[src/hdl/sbbc_fifo.sv]
// Two-entry show-ahead queue between the front and back parts.
module sbbc_fifo #(
    parameter int WIDTH = 8
) (
    input  logic             clk,
    input  logic             rst_n,
    input  logic             push,
    input  logic [WIDTH-1:0] wdata,
    output logic             full,
    input  logic             pop,
    output logic             empty,
    output logic [WIDTH-1:0] rdata
);

    logic [WIDTH-1:0] mem_reg [2];
    logic             wr_ptr_reg;
    logic             rd_ptr_reg;
    logic [1:0]       count_reg;

    assign full  = (count_reg == 2'd2);
    assign empty = (count_reg == 2'd0);
    assign rdata = mem_reg[rd_ptr_reg];

    always_ff @(posedge clk)
    begin
        if (push && !full)
        begin
            mem_reg[wr_ptr_reg] <= wdata;
        end
    end

    always_ff @(posedge clk or negedge rst_n)
    begin
        if (!rst_n)
        begin
            wr_ptr_reg <= 1'b0;
            rd_ptr_reg <= 1'b0;
            count_reg  <= 2'd0;
        end
        else
        begin
            if (push && !full)
            begin
                wr_ptr_reg <= ~wr_ptr_reg;
            end
            if (pop && !empty)
            begin
                rd_ptr_reg <= ~rd_ptr_reg;
            end
            count_reg <= count_reg + 2'((push && !full) ? 1 : 0)
                                   - 2'((pop && !empty) ? 1 : 0);
        end
    end

    always_ff @(posedge clk or negedge rst_n)
    begin
        if (!rst_n)
        begin
        end
        else
        begin
            assert (count_reg != 2'd3)
            else $error("queue count out of range");
        end
    end

endmodule

[config.mk]
export PLATFORM = sky130hd
export DESIGN_NAME = sbbc_fifo
export DESIGN_NICKNAME = d
export VERILOG_FILES = /design/src/hdl/sbbc_fifo.sv
export SDC_FILE = /design/constraint.sdc
export NUM_CORES = 1
export LEC_CHECK = 0
export ABC_AREA = 1
export BUFFER_PORTS_ARGS = -buffer_cell sky130_fd_sc_hd__buf_4
export CORE_AREA = 2 2 56 58
export CTS_CLUSTER_DIAMETER = 80
export CTS_CLUSTER_SIZE = 40
export DETAILED_ROUTE_END_ITERATION = 10
export DIE_AREA = 0 0 58 60
export GPL_TIMING_DRIVEN = 0
export SLEW_MARGIN = 10
export SYNTH_ARGS = -nofsm -noshare
export SYNTH_HDL_FRONTEND = slang
export SYNTH_SLANG_ARGS = --single-unit
export TNS_END_PERCENT = 50
[constraint.sdc]
create_clock -name clk -period 2.9 [get_ports clk]
set_clock_uncertainty 0.2 [all_clocks]
set_input_delay 0.145 -clock clk [delete_from_list [all_inputs] [get_ports clk]]
set_output_delay 0.145 -clock clk [all_outputs]
set_load 0.02 [all_outputs]
Word-level counts from Yosys, hierarchy flattened
Memories as Yosys holds them, arrays and structs flattened.
Cells that the tools add are included.
{"block": "word_totals", "register_bits": 4, "ramBits": 16, "in_bits": 12, "output_inout_bits": 10, "word_cells": 18, "mem_count": 1}
{"memory": "mem_reg", "words": 2, "width": 8, "rd": 1, "rd_clocked_by_memory_dff": 0, "wr": 1, "line": "15", "rtl": "logic [WIDTH-1:0] mem_reg [2];"}
{"block": "classes", "n_addsub": 2, "n_eq_ne": 1, "mux": 4, "bitwise_logic": 2, "reduce_logical": 5}
{"op": "1-bit two-way mux", "count": 4}
{"op": "2-bit by 1-bit adder with 2-bit output", "count": 1}
{"op": "2-bit equality test (second input constant)", "count": 1}
{"op": "1-bit logical AND", "count": 2}
{"op": "1-bit zero test", "count": 2}
{"op": "2-bit zero test", "count": 1}
{"op": "1-bit inverter", "count": 2}
{"op": "2-bit by 1-bit subtractor with 2-bit output", "count": 1}

Logic depth before layout (Yosys ltp)
{"block": "logic_depth", "depth_word": 6, "ltp_mapped": 10, "ltp_nobuf": 10}

Least setup slack after synthesis
No wires, ideal clock.
{"block": "synth_timing", "path_kind": "register -> register", "startpoint": "register count_reg[1]", "endpoint": "register count_reg[1]", "setup_ns": 0.116, "arrival_ns": 1.191, "required_ns": 2.584, "slack_ns": 1.393, "path_stages_with_launch": 11, "path_buffers": 0, "synth_period_minus_slack_ns": 1.507, "path_cell_list": "dfrtp_1 > inv_1 > nand2_2 > nand2_1 > inv_1 > ha_1 > inv_1 > ha_1 > inv_1 > nand2_1 > nand2_1"}
{"block": "synth_between", "elab_chain_cells": 6, "elab_cells_between_ends": 10, "classes_between": "2 x add/sub; 1 x eq/ne; 2 x mux; 5 x reduce/logical"}
{"item": "start, declared", "line": "18", "rtl": "logic [1:0] count_reg;"}
{"item": "start signal, assigned", "line": "50", "rtl": "count_reg <= count_reg + 2'((push && !full) ? 1 : 0)"}
{"item": "2-bit equality test", "line": "20", "rtl": "assign full = (count_reg == 2'd2);"}
{"item": "1-bit zero test", "line": "50"}
{"item": "1-bit logical AND", "line": "50"}
{"item": "1-bit two-way mux", "line": "50"}
{"item": "2-bit by 1-bit adder with 2-bit output", "line": "50"}
{"item": "2-bit by 1-bit subtractor with 2-bit output (*)", "line": "51", "rtl": "- 2'((pop && !empty) ? 1 : 0);"}
Every way passes the cells marked *; elsewhere a longest branch is shown, timed or not.
A chain may end at the register's enable or synchronous reset.

Worst setup path after layout
{"block": "layout_timing", "startpoint": "register count_reg[1]", "endpoint": "memory mem_reg[1][6], enable pin"}
{"block": "layout_between", "elab_chain_cells": 5}
{"item": "2-bit equality test", "line": "20"}
{"item": "1-bit zero test", "line": "26", "rtl": "if (push && !full)"}
{"item": "1-bit logical AND", "line": "26"}
{"item": "1-bit two-way mux", "line": "26"}
{"item": "1-bit two-way mux (not written as such)", "line": "28", "rtl": "mem_reg[wr_ptr_reg] <= wdata;"}
{"item": "end, declared", "line": "15"}
No other way between the ends.

==> metrics.csv <==
stage;metric;value;unit
final_layout;largest_register_ffs;16;
clock_tree;cts_max_level;1;
final_layout;antenna-diode-count;0;
logic_synthesis;synth_mux_area_frac;0;
die;die_width;58;µm
logic_synthesis;syn-num-nets;89;
logic_synthesis;ys_seq_area_frac;0.699;
final_layout;area_delta_synth_final;41.6;%
final_layout;ff_latch_area;581;µm²
logic_synthesis;netlist.area_leader.share;0.578;
logic_synthesis;yosys-top-cells-area;edfxtp_1, nand2_1, dfrtp_1, inv_1, ha_1;
logic_synthesis;syn_inst;75;
final_layout;final_cell_mix;nand2_1, buf_4, edfxtp_1;
die;die-area;3480;µm²
routing;via_count;614;
die;fp.coreArea;2900;µm²
logic_synthesis;synth_area_per_cell;11.1;µm²
timing;fin_crit_sh;0.587;
clock_tree;clockRootBuffer;clkbuf_4;
routing;dr.pass1.iters;4;
setup_path;critical-path-max-stage-delay;0.54;ns
timing;min_period;1.70;ns
die;rows;20;
final_layout;fill_cells;293;
logic_synthesis;ys_types;12;
setup_path;crit_required;2.64;ns
timing;fmax;588;MHz
timing;hold_viol_final;0;
flow_run;max-cap-violations;0;
routing;drt_iter0_markers;5;
timing;fin_setup_tns;0;ns
setup_path;path_class;reg2reg;
die;die_y;60;µm
worst_hold_path;min_path_type;reg2reg;
setup_path;cp-end-kind;flip-flop;
logic_synthesis;synth.ff_latch_count;20;
routing;drt-vias-per-instance;4.23;
clock_tree;clk_latency;0.29;ns
logic_synthesis;mappedNetlistArea;831;µm²
logic_synthesis;synth_xor_area_frac;0;
power;power.density;897;nW/µm²
routing;finalWirelength;1.38;mm
final_layout;final_common_cell;nand2_1;
routing;wire_per_inst;9.48;µm
clock_tree;clk_pin_slew;0.10;ns
global_routing;grt-ovfl-total;0;
timing;rsz0062_at_grt;no;
setup_path;crit_path_top_delay_cell;nor2_1;
logic_synthesis;synthSimpleGateAreaFrac;0.202;
routing;drtAntennaViolNets;0;
timing;tightestPinTransition;0.700;ns
clock_tree;clkSinkCount;20;
setup_path;crit_family;simple AND/OR/NAND/NOR gates;
placed_design;dp_hpwl;962;µm
setup_path;worstPathCellList;nand2_1 -> nand2_2 -> nor2_1;
power;vdd_drop_max;0.426;mV
logic_synthesis;synthAdderAreaFrac;0.0301;
global_routing;antenna_found_initial;0;
clock_tree;cts_setup_buffers;0;
setup_path;path_max_fanout;8;
logic_synthesis;synth_warnings;0;
timing;setup_viol;0;
placed_design;gp_congestion;0.628;
global_routing;first_global_vias;573;
placed_design;port_buffers;21;
final_layout;drive_gt1_frac;0.268;
power;leakagePower;0.564;nW
global_routing;grtUsageTotal;0.0894;
logic_synthesis;synth_top_cell_by_area;edfxtp_1;
setup_path;crit_arrival;1.44;ns
status;status;complete, no violations;
final_layout;nNetsFinal;127;
clock_tree;clock_path_buffers;2;
setup_path;path_buf_inv;0;
clock_tree;cts_inserted_buffers;3;
final_layout;multi_input_area;193;µm²
timing;slew_headroom;0.532;
routing;drc;0;
global_routing;grt_pass1_wl;2.26;mm
die;ioPinCount;22;
clock_tree;cts_tree;yes;
global_routing;grt_max_degree;12;
logic_synthesis;synth_top_family_by_area;simple AND/OR/NAND/NOR gates;
setup_path;start_kind;flip-flop;
die;start_util;0.286;
power;power;1.05;mW
logic_synthesis;synth_compound_area_frac;0;
setup_path;rrSetupSlack;1.20;ns
timing;slew_viol_final;0;
final timing paths:
check	from	end	cells past startpoint
min reg2reg	wr_ptr_reg	wr_ptr_reg	2
max	count_reg[1]	mem_reg[1][6]	3
max in group asynchronous	rst_n	count_reg[1]	3
min in group asynchronous	rst_n	count_reg[0]	3
max reg2reg	count_reg[1]	mem_reg[1][6]	3
min	wr_ptr_reg	wr_ptr_reg	2
cell type report:
cell class / instances / share of cell area
buffer: 1 / 0.00957
clock buffer: 3 / 0.0191
clock inverter: 1 / 0.00319
inverter: 11 / 0.0394
multi-input combinational: 43 / 0.164
sequential: 20 / 0.494
tap: 33 / 0.0351
timing repair buffer: 33 / 0.236
through the flow:
step	worst slack, ns	cell area, µm²	util	instances	hold slack, ns
5_1_grt	1.09	1180	0.405	145	0.338
4_1_cts	1.18	1180	0.405	145	0.301
3_3_place_gp	1.17	1030	0.355	129	-0.254
3_5_place_dp	1.21	1030	0.355	129	-0.253
2_1_floorplan	1.39	831	-	75	-0.351
6_report	1.20	1180	0.405	145	0.296
metal layers:
metal  part of all wire  vias to the layer above  GRT usage
met5                  0                        -          0
met4              0.020                        0     0.0498
met3              0.066                        5     0.0325
met2               0.54                       23      0.164
met1               0.38                      276     0.0864
li1                   -                      310          -
synth_stat cells (all sizes together):
cell and number:
dfrtp 4, edfxtp 16, buf 1, nor2 1
nand2 37, ha 2, nand3 3, clkinv 1
inv 10
worst register-to-register path, delay by kind of cell, from the launching register on:
| family | cells | cell delay [ns] |
|---|---|---|
| simple gates | 3 | 0.73 |
| flops | 1 | 0.41 |
where the power goes:
| group | leakage, nW | total [mW] | internal [mW] | switching (mW) |
|---|---|---|---|---|
| clock | 0.0154 | 0.129 | 0.0501 | 0.0785 |
| sequential | 0.197 | 0.425 | 0.399 | 0.0256 |
| combinational | 0.351 | 0.501 | 0.195 | 0.306 |
kinds of logic (layout without fill, tap and decap cells):
family	Yosys count	after routing
AND/OR/NAND/NOR	41	41
adder cells (fa/ha/maj)	2	2
buffers and inverters	12	49
flip-flops	20	20
timing repair:
action / 4_1_cts / 5_1_grt
resized for setup: 0 / 0
hold endpoints to repair: 22 / 0
hold buffers: 12 / 0
No activity file was read; power rests on OpenSTA's default activity.
