[src/hdl/sbbc_pkg.sv]
// Shared constants, codes and helpers for the swept box collision block.
package sbbc_pkg;

    localparam int COORD_BITS_DEF       = 24;
    localparam int MAX_REFINE_STEPS_DEF = 16;
    localparam int HALF_BITS            = 21;
    localparam int OFS_BITS             = 22;
    localparam int SUM_BITS             = 22;
    localparam int LEN_BITS             = 42;
    localparam int MIN_BITS             = 16;
    localparam int OV_BITS              = 36;
    localparam logic [MIN_BITS-1:0] MIN_HALF_RESET = 16'd1;

    typedef enum logic [1:0] {
        KIND_ZERO,
        KIND_START_HIT,
        KIND_WALK
    } kind_t;

    typedef enum logic [3:0] {
        ST_IDLE,
        ST_DIVN,
        ST_DIVX,
        ST_DIVY,
        ST_COARSE,
        ST_END,
        ST_REFINE,
        ST_SQX,
        ST_SQY,
        ST_SUM,
        ST_OUT
    } state_t;

    // Inclusive overlap along one axis: |d| <= sum of half extents.
    function automatic logic ov_axis(input logic signed [OV_BITS-1:0] d,
                                     input logic [SUM_BITS-1:0] sum);
        logic signed [OV_BITS-1:0] se;
        se = OV_BITS'(sum);
        return (d <= se) && (d >= -se);
    endfunction

endpackage

[src/hdl/sbbc_front.sv]
// Front part: clamps extents, finds the step floor and classifies each request.
module sbbc_front #(
    parameter int COORD_BITS = sbbc_pkg::COORD_BITS_DEF
) (
    input  logic                                     min_half_size,
    input  logic [sbbc_pkg::MIN_BITS-1:0]            min_half,
    input  logic signed [COORD_BITS-1:0]             mover_x,
    input  logic signed [COORD_BITS-1:0]             mover_y,
    input  logic [sbbc_pkg::HALF_BITS-1:0]           mover_half_w,
    input  logic [sbbc_pkg::HALF_BITS-1:0]           mover_half_h,
    input  logic signed [COORD_BITS-1:0]             obstacle_x,
    input  logic signed [COORD_BITS-1:0]             obstacle_y,
    input  logic [sbbc_pkg::HALF_BITS-1:0]           obstacle_half_w,
    input  logic [sbbc_pkg::HALF_BITS-1:0]           obstacle_half_h,
    input  logic signed [sbbc_pkg::OFS_BITS-1:0]     offset_x,
    input  logic signed [sbbc_pkg::OFS_BITS-1:0]     offset_y,
    output logic [4*COORD_BITS+4*sbbc_pkg::OFS_BITS+sbbc_pkg::HALF_BITS+1:0] entry
);

    localparam int HB = sbbc_pkg::HALF_BITS;

    logic [HB-1:0] mn, hw, hh, bhw, bhh, m1, m2, m3, s;
    logic [sbbc_pkg::SUM_BITS-1:0] sum_w, sum_h;
    logic signed [COORD_BITS:0] dfx, dfy;
    logic start_hit;
    sbbc_pkg::kind_t kind;

    assign mn  = HB'(min_half);
    assign hw  = (mover_half_w < mn) ? mn : mover_half_w;
    assign hh  = (mover_half_h < mn) ? mn : mover_half_h;
    assign bhw = (obstacle_half_w < mn) ? mn : obstacle_half_w;
    assign bhh = (obstacle_half_h < mn) ? mn : obstacle_half_h;

    assign m1 = (hw < bhw) ? hw : bhw;
    assign m2 = (hh < bhh) ? hh : bhh;
    assign m3 = (m1 < m2) ? m1 : m2;
    assign s  = (m3 == '0) ? HB'(1) : m3;

    assign sum_w = {1'b0, hw} + {1'b0, bhw};
    assign sum_h = {1'b0, hh} + {1'b0, bhh};

    assign dfx = (COORD_BITS+1)'(mover_x) - (COORD_BITS+1)'(obstacle_x);
    assign dfy = (COORD_BITS+1)'(mover_y) - (COORD_BITS+1)'(obstacle_y);
    assign start_hit = sbbc_pkg::ov_axis(sbbc_pkg::OV_BITS'(dfx), sum_w)
                    && sbbc_pkg::ov_axis(sbbc_pkg::OV_BITS'(dfy), sum_h);

    always_comb
    begin
        priority if (offset_x == '0 && offset_y == '0 || !min_half_size && 1'b0)
        begin
            kind = sbbc_pkg::KIND_ZERO;
        end
        else if (start_hit)
        begin
            kind = sbbc_pkg::KIND_START_HIT;
        end
        else
        begin
            kind = sbbc_pkg::KIND_WALK;
        end
    end

    assign entry = {obstacle_y, obstacle_x, mover_y, mover_x, sum_h, sum_w,
                    offset_y, offset_x, s, kind};

endmodule

[config.mk]
export PLATFORM = sky130hd
export DESIGN_NAME = sbbc_front
export DESIGN_NICKNAME = d
export VERILOG_FILES = /design/src/hdl/sbbc_pkg.sv /design/src/hdl/sbbc_front.sv
export SDC_FILE = /design/constraint.sdc
export NUM_CORES = 1
export LEC_CHECK = 0
export BUFFER_PORTS_ARGS = -buffer_cell sky130_fd_sc_hd__buf_2
export CORE_MARGIN = 8
export CORE_UTILIZATION = 35
export DETAILED_ROUTE_END_ITERATION = 8
export GPL_TIMING_DRIVEN = 1
export PLACE_DENSITY_LB_ADDON = 0.05
export SETUP_SLACK_MARGIN = 0.15
export SYNTH_ARGS = -nofsm -noshare
export SYNTH_HDL_FRONTEND = slang
export SYNTH_SLANG_ARGS = --single-unit
[constraint.sdc]
create_clock -name vclk -period 13.3
set_input_delay 1.33 -clock vclk [all_inputs]
set_output_delay 1.33 -clock vclk [all_outputs]
set_load 0.03 [all_outputs]
======== Word level (Yosys, flattened, before mapping) ========
Cells that the tools add are included.
storage, ports and cells
  bits in registers ....................... 0
  word-level logic and storage cells ...... 34
  output and inout bits ................... 207
  input bits .............................. 241
cells by class
  $lt $le $gt $ge ......................... 11
  $add $sub $neg .......................... 6
  reductions and logical operators ........ 7
  muxes and demuxes ....................... 10
operators by type and width
  cell               number
  $mux 21            8
  $lt 21x16->1       4
  $ge 25x36->1       2
  $neg 22->36        2
  $lt 21x21->1       3
  $le 25x23->1       2
  $sub 24x24->25     2
  $add 21x21->22     2
  $logic_not 22->1   2
  $logic_not 21->1   1
  $logic_and 1x1->1  4
  $mux 2             2

======== Longest topological paths before layout ========
Gate-level depths: netlist of the first run.
  word-level depth ........................ 9
  gate-level depth with buffers ........... 42
  mapped depth without buffers ............ 40

======== Worst setup path after synthesis of the first run ========
Ideal clock, no wire load.
  kind .................................... in2out
  start ................................... input port min_half[15] (netlist name)
  end ..................................... output port entry[0] (netlist name)
  stages .................................. 37
  path slack .............................. 1998 ps
  path buffers ............................ 1
  data required time ...................... 11970 ps
  arrival ................................. 9972 ps
  cell sequence ........................... inv_1 > ha_1 > or4_1 > a2111oi_0 > nand3_1 > o21ai_2 > clkbuf_1 > mux2i_1 > inv_1 > fa_1 > a21o_1 > a21oi_1 > o21bai_1 > a21oi_1 > o21bai_1 > a211o_1 > a21oi_1 > o311ai_0 > or3_1 > nor2_1 > nand3_1 > nor4_1 > xor2_1 > ha_1 > a21o_1 > a21o_1 > a21o_1 > a21o_1 > a21oi_1 > nor2_1 > a211oi_1 > o21ai_0 > a21o_1 > mux2_2 > o221ai_1 > a211oi_1 > nor2b_1
on the way
  longest elaborated chain between the ends .. 9
  elaborated cells between the ends (all ways) .. 21
  those cells by class .................... add/sub: 4; order compare: 8; mux: 6; reduce/logical: 3
ends and longest elaborated chain
  element                          line                                RTL
  start: declaration               sbbc_front.sv:6                     input logic [sbbc_pkg::MIN_BITS-1:0] min_half,
  $lt 21x16->1 (on tied branches)  sbbc_front.sv:30, sbbc_front.sv:32
  $mux 21 (on tied branches)       sbbc_front.sv:30, sbbc_front.sv:32
  $add 21x21->22 (*)               sbbc_front.sv:40                    assign sum_h = {1'b0, hh} + {1'b0, bhh};
  named net entry (one bit)        sbbc_front.sv:17                    output logic [4*COORD_BITS+4*sbbc_pkg::OFS_BITS+sbbc_pkg::HALF_BITS+1:0] entry
  $neg 22->36                      sbbc_pkg.sv:39                      return (d <= se) && (d >= -se);
  $ge 25x36->1                     sbbc_pkg.sv:39
  $logic_and 1x1->1 (*)            sbbc_pkg.sv:39
  $logic_and 1x1->1 (*)            sbbc_front.sv:45                    && sbbc_pkg::ov_axis(sbbc_pkg::OV_BITS'(dfy), sum_h);
  $mux 2 (*)                       sbbc_front.sv:53                    else if (start_hit)
  $mux 2 (*)                       sbbc_front.sv:49                    priority if (offset_x == '0 && offset_y == '0 || !min_half_size && 1'b0)
  end: declaration                 sbbc_front.sv:17
The timed path passes the listed nets; every way through them passes the cells marked *.

======== Final worst setup path of the first run ========
  start ................................... input port min_half[15] (netlist name)
  end ..................................... output port entry[0] (netlist name)
on the way
  longest elaborated chain between the ends .. 9
  elaborated cells between the ends (all ways) .. 21
  those cells by class .................... add/sub: 4; order compare: 8; mux: 6; reduce/logical: 3
ends and longest elaborated chain
  element                            line
  $lt 21x16->1 (on tied branches)    -
  $mux 21 (on tied branches)         -
  $add 21x21->22 (on tied branches)  sbbc_front.sv:39, sbbc_front.sv:40
  $neg 22->36                        sbbc_pkg.sv:39
  $ge 25x36->1                       sbbc_pkg.sv:39
  $logic_and 1x1->1                  sbbc_pkg.sv:39
  $logic_and 1x1->1 (*)              sbbc_front.sv:45
  $mux 2 (*)                         sbbc_front.sv:53
  $mux 2 (*)                         sbbc_front.sv:49
Mark *: on every way between the ends. The rest lies on a longest branch, timed or not.

==> impl_results.md, run 1 <==
- Seq/Total Area, Yosys: 0%
- Die Width: 215 um
- Max incr delay on CP: 530 ps
- Syn Inst Count: 1888
- VDD IR max: 0.0304 mV
- Final-report hold violation count: 0
- 1st-pass router iterations: 5
- I/O pins: 448
- First-pass GRT wire length: 76.8 mm
- Post-CTS setup buffer count: 0
- Fill cells: 4289
- Initial antenna violation count: 6
- Worst slew pin tran: 1220 ps
- Post-DRT Antenna Nets: 0
- DP Wirelength: 45.0 mm
- Status: finished, final reports clean
- Worst path arrival time: 10390 ps
- Post-synth top cells: 326 x ha_1, 230 x inv_1, 160 x a21oi_1
- Max_slew headroom: 18.9%
- Via/cell ratio: 5.11
- LEAKAGE: 0.00848 uW
- Final setup fails: 0
- Post-CTS Hold Buffers: 0
- Hold crit path type: primary input to output pin
- Worst Path Buf+Inv: 6
- Period minus WS final: 11720 ps
- Period Utilization, post-route: 88.1%
- DRC viols: 0
- Worst hold start: offset_x[6]
- Total global-route track usage: 20.0%
- Worst hold path cell count: 2
- Critical path's top delay family: compound AO/OA/AOI/OAI gates
- Max stage delay cell, worst path: or4_1
- Clock buffers: 0
- Syn Area/Cell: 7.35 sq um
- Num rows: 73
- Final non-filler cell total: 2679
- Startpoint Class: primary input
- Final Max Slew Viols: 0
- Placer Congestion: 0.866
- Initial DRC count: 624
- Buffers added on ports: 447
- Fmax: 0.0853 GHz
- Initial core utilization: 35.2%
- Area leader, netlist: ha_1
- RSZ-0062 raised after global routing: false
- Die height: 215 um
- Post-CTS Resized: 0
- Netlist cell types: 92
- Design area: 15600 sq um
- Placed inst area: 15600 sq um
- Total of max-cap violations: 0
- Synth top area cells: ha_1 29%, buf_4 7.6%, inv_1 6.2%, a21oi_1 5.8%, xnor2_1 5.5%
- Most common cell in the netlist: ha_1
- Number of global-route vias before repair: 13700
- Synth top area share: 29.4%
- Seq cells: 0
- Reg area: 0 sq um
- Fin util: 39.5%
- Detailed Route WL: 49.7 mm
- Most numerous cell on the critical path: a21o_1
- WS Path Type: primary input to output pin
- Share of post-route cells with drive strength above 1: 24.9%
- Core area: 39500 sq um
- Mapped Nets: 2459
- Hold_ws: 2930 ps
- Post-DR wirelength/cell: 18.6 um
- Placed Cells: 2677
- Worst Hold End: entry[29]
- Via count: 13700
- Crit. End Element: output pin
- Yosys warning count: 0
- Die area: 46300 sq um
- Mapped Area: 13900 sq um
- Pwr/cell area: 72.5 nW/um^2
- Total grt overflow: 0
- CP Max Fanout: 9
- Largest net degree at the start of global routing: 40
- Nets: 2725
- Area Growth Syn to Fin: 12.2%
- Fin Setup TNS: 0 ps
- Worst path required time: 11970 ps
-- cell type report --
class	count	area, sq um	share of cell area, %
repair buffers	456	2300	14.8
multi-input cells	1464	11700	75.4
diodes	2	5.00	0.0321
inverters	232	871	5.59
well taps	525	657	4.22
-- worst max path at each step --
stage | startpoint | to | slack [ps] | cells past startpoint
finish | min_half[15] | entry[0] | 1580 | 41
floorplan | min_half[15] | entry[0] | 2000 | 37
detailed placement | min_half[1] | entry[0] | 1460 | 42
CTS | min_half[1] | entry[0] | 1440 | 42
global placement | min_half[1] | entry[0] | 1590 | 42
global route | min_half[1] | entry[0] | 750 | 42
-- through the flow --
step           power, uW  setup slack (ps)
6_report            1130              1580
3_5_place_dp        1130              1460
4_1_cts             1140              1440
5_1_grt             1260               748
2_1_floorplan        836              2000
3_3_place_gp        1120              1590
-- layer usage --
| metal | global-route usage (%) | share of wire, % |
|---|---|---|
| met1 | 25.9 | 46 |
| met2 | 36.0 | 48 |
| met3 | 2.77 | 5.0 |
| met4 | 1.97 | 1.1 |
| met5 | 0 | 0.046 |
-- power by group --
part,switching (uW),internal [uW]
clock network,0,0.0000202
logic,704,426
registers,0,0
total,704,426
-- cells by family (layout without fill, tap and decap cells) --
| group | after synthesis | in the layout | share of synthesized area (%) |
|---|---|---|---|
| AO/OA/AOI/OAI | 457 | 457 | 21.8 |
| XOR/XNOR | 111 | 111 | 7.11 |
| adder cells (fa/ha/maj) | 331 | 331 | 30.0 |
| buffers and inverters | 424 | 688 | 15.5 |
| multiplexers | 93 | 93 | 7.15 |
| other | 0 | 2 | 0 |
| AND/OR/NAND/NOR | 472 | 472 | 18.4 |
-- cell usage in the layout (no fill, tap or decap), types with 14 or more instances in the layout --
master	instances
a211o_1	14
a21o_1	80
a21oi_1	159
a31oi_1	14
buf_2	447
ha_1	326
inv_1	230
mux2_2	14
mux2i_1	65
nand2_1	66
nand2b_1	29
nand3_1	34
nand4_1	46
nor2_1	111
nor2b_1	32
nor3_1	55
nor4_1	26
o21a_1	29
o21ai_0	57
o21bai_1	16
xnor2_1	87
xor2_1	22
No activity file was read; power rests on OpenSTA's default activity.
==> inputs of run 2 (changes only) <==
CORE_MARGIN = unset   (was 8)
==> run 2 against run 1 <==
Net effect: final area increased by 0.30%; critical path depth unchanged; utilization grew 0.67 points; worst setup slack worse by 90 ps; combinational power barely moved; power increased by 0.44%; global-route usage up 2.5 points; hold slack worse by 3.8 ps; wire length shrank 3.6%; maximum frequency down 0.77%; critical endpoint unchanged; largest power group unchanged.
==> impl_results.md, run 2 (synthesis results as in run 1) <==
- Status: finished, final reports clean
- Post-DR wirelength/cell: 17.9 um
- Sequential share of power: 0%
- Most Crowded Layer GR: met2
- Seq cells: 0
- Net Switching: 708 uW
- Num rows: 72
- Worst path required time: 11970 ps
- Worst slew pin tran: 1180 ps
- Post-CTS setup buffer count: 0
- Die area: 40500 sq um
- Via count: 13900
- LEAKAGE: 0.00851 uW
- Total of max-cap violations: 0
- Final non-filler cell total: 2684
- Initial antenna violation count: 12
- Startpoint Class: primary input
- Max incr delay on CP: 510 ps
- Share of post-route cells with drive strength above 1: 25.0%
- Worst Path Buf+Inv: 5
- GR Util met3: 2.88%
- Placed Cells: 2675
- Final Max Slew Viols: 0
- Post-CTS Resized: 0
- Most frequent cells in the layout: 447 x buf_2, 326 x ha_1, 230 x inv_1
- Total global-route track usage: 22.5%
- Area Growth Syn to Fin: 12.6%
- Total grt overflow: 0
- I/O pins: 448
- Crit. End Element: output pin
- First-pass GRT wire length: 72.8 mm
- Post-CTS Hold Buffers: 0
- Hold_ws: 2920 ps
- Core area: 38900 sq um
- Largest net degree at the start of global routing: 40
- Fmax: 0.0847 GHz
- Hold crit path type: primary input to output pin
- Sw Share: 62.4%
- Most common cell after layout, fill and taps aside: buf_2
- 1st-pass router iterations: 5
- Proportion of power drawn by the clock network: 0%
- Fill cells: 4125
- Die height: 201 um
- Placer Congestion: 0.877
- Number of global-route vias before repair: 13100
- Reg area: 0 sq um
- DRC viols: 0
- Final setup fails: 0
- Gate power share: 100.0%
- RSZ-0062 raised after global routing: false
- VDD IR max: 0.0486 mV
- Final-report hold violation count: 0
- Post-DRT Antenna Nets: 0
- CP Max Fanout: 6
- Initial DRC count: 654
- WS Path Type: primary input to output pin
- Critical path's top delay family: compound AO/OA/AOI/OAI gates
- Met1 Resource Use GR: 29.4%
- Detailed Route WL: 47.9 mm
- Max stage delay cell, worst path: a2111o_1
- Fin Setup TNS: 0 ps
- Die Width: 201 um
- Period Utilization, post-route: 88.8%
- Cell Int Power: 427 uW
- Worst path arrival time: 10480 ps
- Routing usage on met2: 39.7%
- Via/cell ratio: 5.18
- DP Wirelength: 42.9 mm
- Most numerous cell on the critical path: a21o_1
- Nets: 2730
- Period minus WS final: 11810 ps
- Buffers added on ports: 447
- Clock buffers: 0
- Pwr/cell area: 72.6 nW/um^2
- Max_slew headroom: 21.4%
- Initial core utilization: 35.7%
run 2: cell count changes in the layout (fill, tap and decap cells not counted):
| cell | change |
|---|---|
| buf_4 | +5 |
| diode_2 | +7 |
run 2: path summary, 6_finish.rpt:
kind                    endpoint  cells after the start          start
worst max-delay path    entry[0]                     41    min_half[1]
worst min-delay path  entry[192]                      2  obstacle_y[9]
run 2: metal layers:
metal	vias up	share of wire, %
met5	-	0.086
met3	44	5.4
met2	406	47
met1	6323	45
li1	7126	-
met4	6	2.1
run 2: final cells by class:
| type | count | area, sq um | area share (%) |
|---|---|---|---|
| multi-input cells | 1464 | 11700 | 75.1 |
| repair buffers | 461 | 2340 | 15.0 |
| inverters | 232 | 871 | 5.57 |
| well taps | 518 | 648 | 4.15 |
| diodes | 9 | 22.5 | 0.144 |
run 2: power groups by stage:
stage	Sequential, uW	Combinational [uW]	Clock (uW)
2_1_floorplan	0	836	0
3_3_place_gp	0	1120	0
3_5_place_dp	0	1130	0
4_1_cts	0	1140	0
5_1_grt	0	1260	0.0000503
6_report	0	1130	0.0000911
run 2: per-stage QoR:
| stage | util, % | setup slack (ps) | power (uW) | cell area, sq um |
|---|---|---|---|---|
| 6_report | 40.2 | 1490 | 1130 | 15600 |
| 5_1_grt | 40.1 | 914 | 1260 | 15600 |
| 4_1_cts | 40.1 | 1510 | 1140 | 15600 |
| 3_5_place_dp | 40.1 | 1540 | 1130 | 15600 |
| 3_3_place_gp | 40.1 | 1700 | 1120 | 15600 |
| 2_1_floorplan | - | 2000 | 836 | 13900 |
==> inputs of run 3 (changes only) <==
CORE_ASPECT_RATIO = 1.25   (was unset)
==> run 3 against run 2 <==
Net effect: critical endpoint unchanged; non-clock buffer count is 5 lower; die area hardly changed; power is 1.4% lower; critical path depth is 2 lower; worst setup slack worse by 130 ps; highest routed layer unchanged; global-route usage is 0.52 points lower; utilization is 0.36 points lower.
==> impl_results.md, run 3 (synthesis results as in run 1) <==
- Fin Setup TNS: 0 ps
- Status: finished, final reports clean
- VDD IR max: 0.0389 mV
- Num rows: 81
- Initial antenna violation count: 18
- Max stage delay cell, worst path: a2111oi_0
- Fmax: 0.0838 GHz
- Clock buffers: 0
- LEAKAGE: 0.00848 uW
- WS Path Type: primary input to output pin
- Placed inst area: 15500 sq um
- Startpoint Class: primary input
- Number of stages on the worst setup path: 39
- Final setup fails: 0
- Worst slew pin tran: 1210 ps
- I/O pins: 448
- Die height: 225 um
- DP Wirelength: 42.2 mm
- Max incr delay on CP: 880 ps
- Buffers added on ports: 447
- Post-CTS setup buffer count: 0
- Total grt overflow: 0
- Via/cell ratio: 5.19
- Die Width: 180 um
- Most numerous cell on the critical path: a21o_1
- Nets: 2725
- Worst Path Buf+Inv: 5
- Period minus WS final: 11940 ps
- Max_slew headroom: 19.2%
- Placer Congestion: 0.869
- Seq cells: 0
- Post-DR wirelength/cell: 17.6 um
- Post-CTS Resized: 0
- Period Utilization, post-route: 89.8%
- Hold crit path type: primary input to output pin
- Total of max-cap violations: 0
- Largest net degree at the start of global routing: 40
- RSZ-0062 raised after global routing: false
- First-pass GRT wire length: 70.9 mm
- Post-DRT Antenna Nets: 0
- Crit path capture: entry[0]
- Design area: 15600 sq um
- Via count: 13800
- Pwr/cell area: 71.9 nW/um^2
- Die area: 40500 sq um
- Reg area: 0 sq um
- Critical path's top delay family: compound AO/OA/AOI/OAI gates
- Number of global-route vias before repair: 13500
- Detailed Route WL: 46.7 mm
- Most frequent cells in the layout: 447 x buf_2, 326 x ha_1, 230 x inv_1
- Post-CTS Hold Buffers: 0
- Initial core utilization: 35.5%
- Final-report hold violation count: 0
- Fin util: 39.8%
- Worst path required time: 11970 ps
- Core area: 39100 sq um
- Share of post-route cells with drive strength above 1: 24.9%
- Final Max Slew Viols: 0
- DRC viols: 0
- Initial DRC count: 530
- 1st-pass router iterations: 4
- Worst hold path cell count: 2
- Area Growth Syn to Fin: 12.1%
- CP Max Fanout: 5
- Critical path origin: min_half[15]
- Total global-route track usage: 22.0%
- Worst path arrival time: 10610 ps
- Crit. End Element: output pin
- Most common cell after layout, fill and taps aside: buf_2
[run 3: changes by cell type in the layout (fill, tap and decap cells not counted), sizes merged]
cell	previous run	this run
diode	9	10
buf	461	456
[run 3: layer usage]
metal	up-vias	global-route usage, %	routed length [um]
li1	7112	-	-
met1	6286	24.4	18900
met2	332	44.0	24500
met3	58	2.32	1910
met4	16	5.62	1330
met5	-	0	104
[run 3: report_power, final]
| group | switching [uW] | internal [uW] |
|---|---|---|
| combinational | 694 | 424 |
| clock | 0 | 0.000101 |
| sequential | 0 | 0 |
[run 3: through the flow]
step / instances / hold slack [ps] / worst slack (ps) / power (uW)
after floorplan: 1888 / 2790 / 2000 / 836
after detailed placement: 2650 / 2920 / 1180 / 1120
after CTS: 2650 / 2920 / 1150 / 1130
final: 2660 / 2920 / 1360 / 1120
after global placement: 2650 / 2920 / 1310 / 1120
after global routing: 2655 / 2930 / 571 / 1250
[run 3: worst min-delay path by stage]
stage / slack, ps / start / endpoint
CTS: 2920 / obstacle_y[4] / entry[187]
floorplan: 2790 / mover_x[0] / entry[111]
finish: 2920 / obstacle_y[20] / entry[203]
detailed placement: 2920 / obstacle_y[4] / entry[187]
global route: 2930 / obstacle_y[4] / entry[187]
global placement: 2920 / obstacle_y[20] / entry[203]
[run 3: cell type report]
type	instances	area (sq um)
well taps	498	623
repair buffers	456	2300
diodes	10	25.0
multi-input cells	1464	11700
inverters	232	871
fillers	4297	23600
